==> src/rtl/core/rtlpm_ram.sv <==
// Generic single-clock RAM with one write port and one registered read port.
`timescale 1ns / 1ps
`default_nettype none

module rtlpm_ram #(
    parameter int WIDTH = 8,
    parameter int DEPTH = 16,
    localparam int AW = (DEPTH > 1) ? $clog2(DEPTH) : 1
) (
    input  wire logic             i_clk,
    input  wire logic             i_we,
    input  wire logic [AW-1:0]    i_waddr,
    input  wire logic [WIDTH-1:0] i_wdata,
    input  wire logic             i_re,
    input  wire logic [AW-1:0]    i_raddr,
    output logic      [WIDTH-1:0] o_rdata
);
    logic [WIDTH-1:0] r_mem [DEPTH];

    always_ff @(posedge i_clk) begin
        if (i_we) begin
            r_mem[i_waddr] <= i_wdata;
        end
        if (i_re) begin
            o_rdata <= r_mem[i_raddr];
        end
    end

endmodule

`default_nettype wire

==> config.mk <==
export PLATFORM = sky130hd
export DESIGN_NAME = rtlpm_ram
export DESIGN_NICKNAME = d
export VERILOG_FILES = /design/src/rtl/core/rtlpm_ram.sv
export SDC_FILE = /design/constraint.sdc
export NUM_CORES = 1
export LEC_CHECK = 0
export ABC_AREA = 1
export BUFFER_PORTS_ARGS = -buffer_cell sky130_fd_sc_hd__buf_2
export CAP_MARGIN = 10
export CORE_ASPECT_RATIO = 1.1
export CORE_MARGIN = 8
export CORE_UTILIZATION = 26
export CTS_CLUSTER_DIAMETER = 30
export DETAILED_ROUTE_END_ITERATION = 10
export GPL_TIMING_DRIVEN = 0
export PLACE_DENSITY_LB_ADDON = 0.3
export SLEW_MARGIN = 20
export SYNTH_ARGS = -nofsm -noshare
export SYNTH_HDL_FRONTEND = slang
export SYNTH_SLANG_ARGS = --single-unit
==> constraint.sdc <==
create_clock -name i_clk -period 1.78 [get_ports i_clk]
set_clock_uncertainty 0.2 [all_clocks]
set_input_delay 0.267 -clock i_clk [delete_from_list [all_inputs] [get_ports i_clk]]
set_output_delay 0.267 -clock i_clk [all_outputs]
set_load 0.1 [all_outputs]
## Word-level counts from Yosys, hierarchy flattened

Memories as Yosys holds them, arrays and structs flattened. A register that Yosys moved wholly into a read port is not among the register bits.
Index checks and enable logic that the tools add are counted.

- Bits in registers: 0
- Logic and storage cells: 3
- Output and inout bits: 8
- Memories: 1
- RAM bits: 128

- Muxes and demuxes: 2

Memory list:

| memory | depth | bits a word | read ports | clocked after memory_dff | wr ports | line | RTL |
|---|---|---|---|---|---|---|---|
| r_mem | 16 | 8 | 1 | 1 | 1 | 18 | `logic [WIDTH-1:0] r_mem [DEPTH];` |

Operators by type and width:

| operator | count |
|---|---|
| 2-to-1 mux 1 bit | 2 |

## Logic depth before layout (Yosys ltp)

- Word-level depth: 2
- Mapped depth: 8
- Mapped depth without buffers: 7

## Worst setup path after synthesis

No wires, ideal clock.

- Path type: input port to flip-flop
- Start point: input port i_waddr[2]
- End point: memory r_mem[10][0] (enable)
- Arrival time: 0.848 ns
- Library setup time: 0.370 ns
- Stages: 2
- Slack: 0.362 ns
- Cells stage by stage: nand3b_1 > nor2_1

RTL lines:

| element | line | RTL |
|---|---|---|
| start: declaration | 12 | `input wire logic [AW-1:0] i_waddr,` |
| end: declaration | 18 |  |

Straight into the memory's write port.

## Worst setup path in the final report

- Start point: register o_rdata[5], read port of r_mem
- End point: output port o_rdata[5]

RTL lines:

| element | line | RTL |
|---|---|---|
| start: declaration | 16 | `output logic [WIDTH-1:0] o_rdata` |

No word-level cell between the ends.

==> flow_metrics.py <==
metrics = {
    "sta": {
        "finalCritPeriodShare_pct": 92.2,
        "worstMarginPinSlew_ns": 0.950,
        "min_period_ns": 1.64,
        "slew_violations": 0,
        "fmax_ghz": 0.609,
        "finalSetupTns_ns": 0,
        "rsz0062_at_grt": "no",
        "slew-limit-headroom_pct": 36.4,
        "finalSetupViolCount": 0,
        "hold_viol": 0,
    },
    "detailed_routing": {
        "vias_per_cell": 4.21,
        "wl_per_cell_um": 16.5,
        "dr.pass1.iters": 4,
        "ant_nets": 0,
        "vias": 3800,
        "drt-total-wl_mm": 14.9,
        "drtIter0Drc": 337,
        "drcViolationCount": 0,
    },
    "logic_synthesis": {
        "synth_top_area_cell": "edfxtp_1",
        "syn_area_per_cell_sq_um": 10.6,
        "synth_cell_types": 11,
        "syn_area_sq_um": 5850,
        "synth_nets": 570,
        "ys_warn_count": 0,
        "seq_area_frac_synth_pct": 69.8,
        "yosys_register_bits": 136,
        "netlist.area_leader.share_pct": 69.8,
        "synth_area_leaders": "edfxtp_1 70%, nand2_1 11%, nand3_1 8.3%",
        "synth_cells": 551,
    },
    "die": {
        "fp.dieW_um": 159,
        "row_count": 57,
        "initial_core_util_pct": 26.4,
        "core_sq_um": 22100,
        "io_pins": 27,
        "dieArea_sq_um": 27500,
        "die_h_um": 173,
    },
    "cells_and_area": {
        "finalNetCount": 613,
        "most-common-layout-cells": "173 x nand2_1, 136 x edfxtp_1, 100 x inv_1",
        "layout-drive-gt1-share_pct": 13.2,
        "antennaDiodeCount": 0,
        "syn2layout_area_growth_pct": 18.2,
        "fin_area_sq_um": 6910,
        "instances_no_fill": 902,
        "finalCoreUtilization_pct": 31.3,
        "final_common_cell": "nand2_1",
    },
    "clock_network": {
        "htreeDepth": 4,
        "cts.clk_slew.worst_paths_ns": 0.06,
        "cts.sinks": 136,
        "ctsLongestPathBuffers": 2,
        "root_buffer": "clkbuf_16",
        "post_cts_buffers": 0,
        "cts_buffers": 17,
        "tritoncts": "done",
        "clk_latency_ns": 0.42,
    },
    "outcome": {
        "status": "complete, no violations",
    },
    "global_route": {
        "grt.met3_usage_pct": 2.35,
        "use_met1_pct": 14.6,
        "grt_antenna_before_repair": 0,
        "met2_usage_pct": 17.6,
        "grt_pass1_vias": 3752,
        "gr-max-usage-layer": "met2",
        "grt_first_pass_wirelength_mm": 22.8,
        "overflow": 0,
        "grt_max_degree": 17,
        "gr-usage-all-layers_pct": 11.2,
    },
    "power_and_ir_drop": {
        "leakagePower_nw": 2.90,
        "total_power_mw": 7.55,
        "p_int_mw": 5.69,
        "power.density_nw_per_um2": 1090,
        "p_switching_mw": 1.86,
        "seqPwrFrac_pct": 48.0,
        "ir_drop_mv": 0.575,
        "power_frac_comb_pct": 7.8,
        "swShare_pct": 24.6,
        "clkPwrFrac_pct": 44.2,
    },
    "critical_path": {
        "path_class": "reg2out",
        "critPathArrivalTime_ns": 1.17,
        "startpoint": "o_rdata[5]$_DFFE_PP_",
        "cp_cell_sequence": "buf_2",
        "critical_path_required_ns": 1.31,
        "critical_path.endpoint_type": "output port",
        "cp_slowest_cell": "buf_2",
        "crit_path_start_kind": "flip-flop",
        "crit_family": "buffers and inverters",
        "max_stage_delay_ns": 0.42,
        "crit_buf_inv": 1,
        "worst-path-max-fanout": 1,
        "rr_startpoint": "r_mem[7][0]$_DFFE_PP_",
    },
    "placed_design": {
        "dp_hpwl_mm": 10.1,
        "port_buffers": 23,
        "placedCellCount": 869,
        "place_area_sq_um": 6330,
        "gp_congestion": 0.882,
    },
    "hold_path": {
        "hold_start": "i_wdata[0]",
        "min_path_type": "in2reg",
    },
    "job": {
        "drv_cap": 0,
    },
}
-- routing by layer --
metal	part of all wire (%)	vias to the layer above
li1	-	1867
met1	46	1811
met2	46	102
met3	5.3	20
met4	2.3	0
met5	0	-
-- cell families (layout without fill, tap and decap cells) --
kind of cell	Yosys count	count (layout)	share of synthesized area, %
buffers and inverters	126	182	9.39
DFF	136	136	69.8
and+or+nand+nor	289	289	20.8
-- repair_timing --
item | CTS | global route
gates resized for setup | 0 | 0
hold buffers | 1 | 0
hold endpoints to repair | 8 | 0
-- final timing paths --
path	endpoint	slack (ns)	cells past startpoint
worst max-delay path	o_rdata[5]	0.14	1
worst min-delay path	r_mem[4][0]$_DFFE_PP_	0.07	1
worst max register to register	o_rdata[0]$_DFFE_PP_	0.39	6
worst min register to register	o_rdata[0]$_DFFE_PP_	0.62	6
-- power by group through the flow --
stage                     Combinational (mW)  Sequential, mW  Clock [mW]
after floorplan                        0.253            3.80           0
after detailed placement               0.585            3.69           0
final                                  0.588            3.62        3.34
after global placement                 0.584            3.69           0
after global routing                   0.641            3.63        3.52
after CTS                              0.589            3.62        3.41
-- synthesized netlist by cell type --
cell type and n:
buf_4 4, inv_1 100, nand3b_1 2, nor2_1 17, buf_6 6, inv_2 2
nand2_1 173, nand3_1 97, edfxtp_1 136, buf_1 1, buf_2 13
-- registers in the layout, indices dropped and copies added, names as in the netlist --
register and cells:
o_rdata 8, r_mem 128
-- cell type report --
class	instances	area, sq um
inverter	102	383
fill	2300	15200
buffer	24	166
multi-input combinational	289	1210
sequential	136	4080
clock inverter	15	143
tap	295	369
timing repair buffer	24	125
clock buffer	17	425
-- per-stage QoR --
stage | setup WS, ns | hold slack (ns)
final | 0.138 | 0.0725
after global routing | 0.0968 | 0.0755
after CTS | 0.110 | 0.0604
after detailed placement | -0.187 | 0.417
after global placement | -0.178 | 0.412
after floorplan | 0.362 | 0.166
No activity file was read; power rests on OpenSTA's default activity.
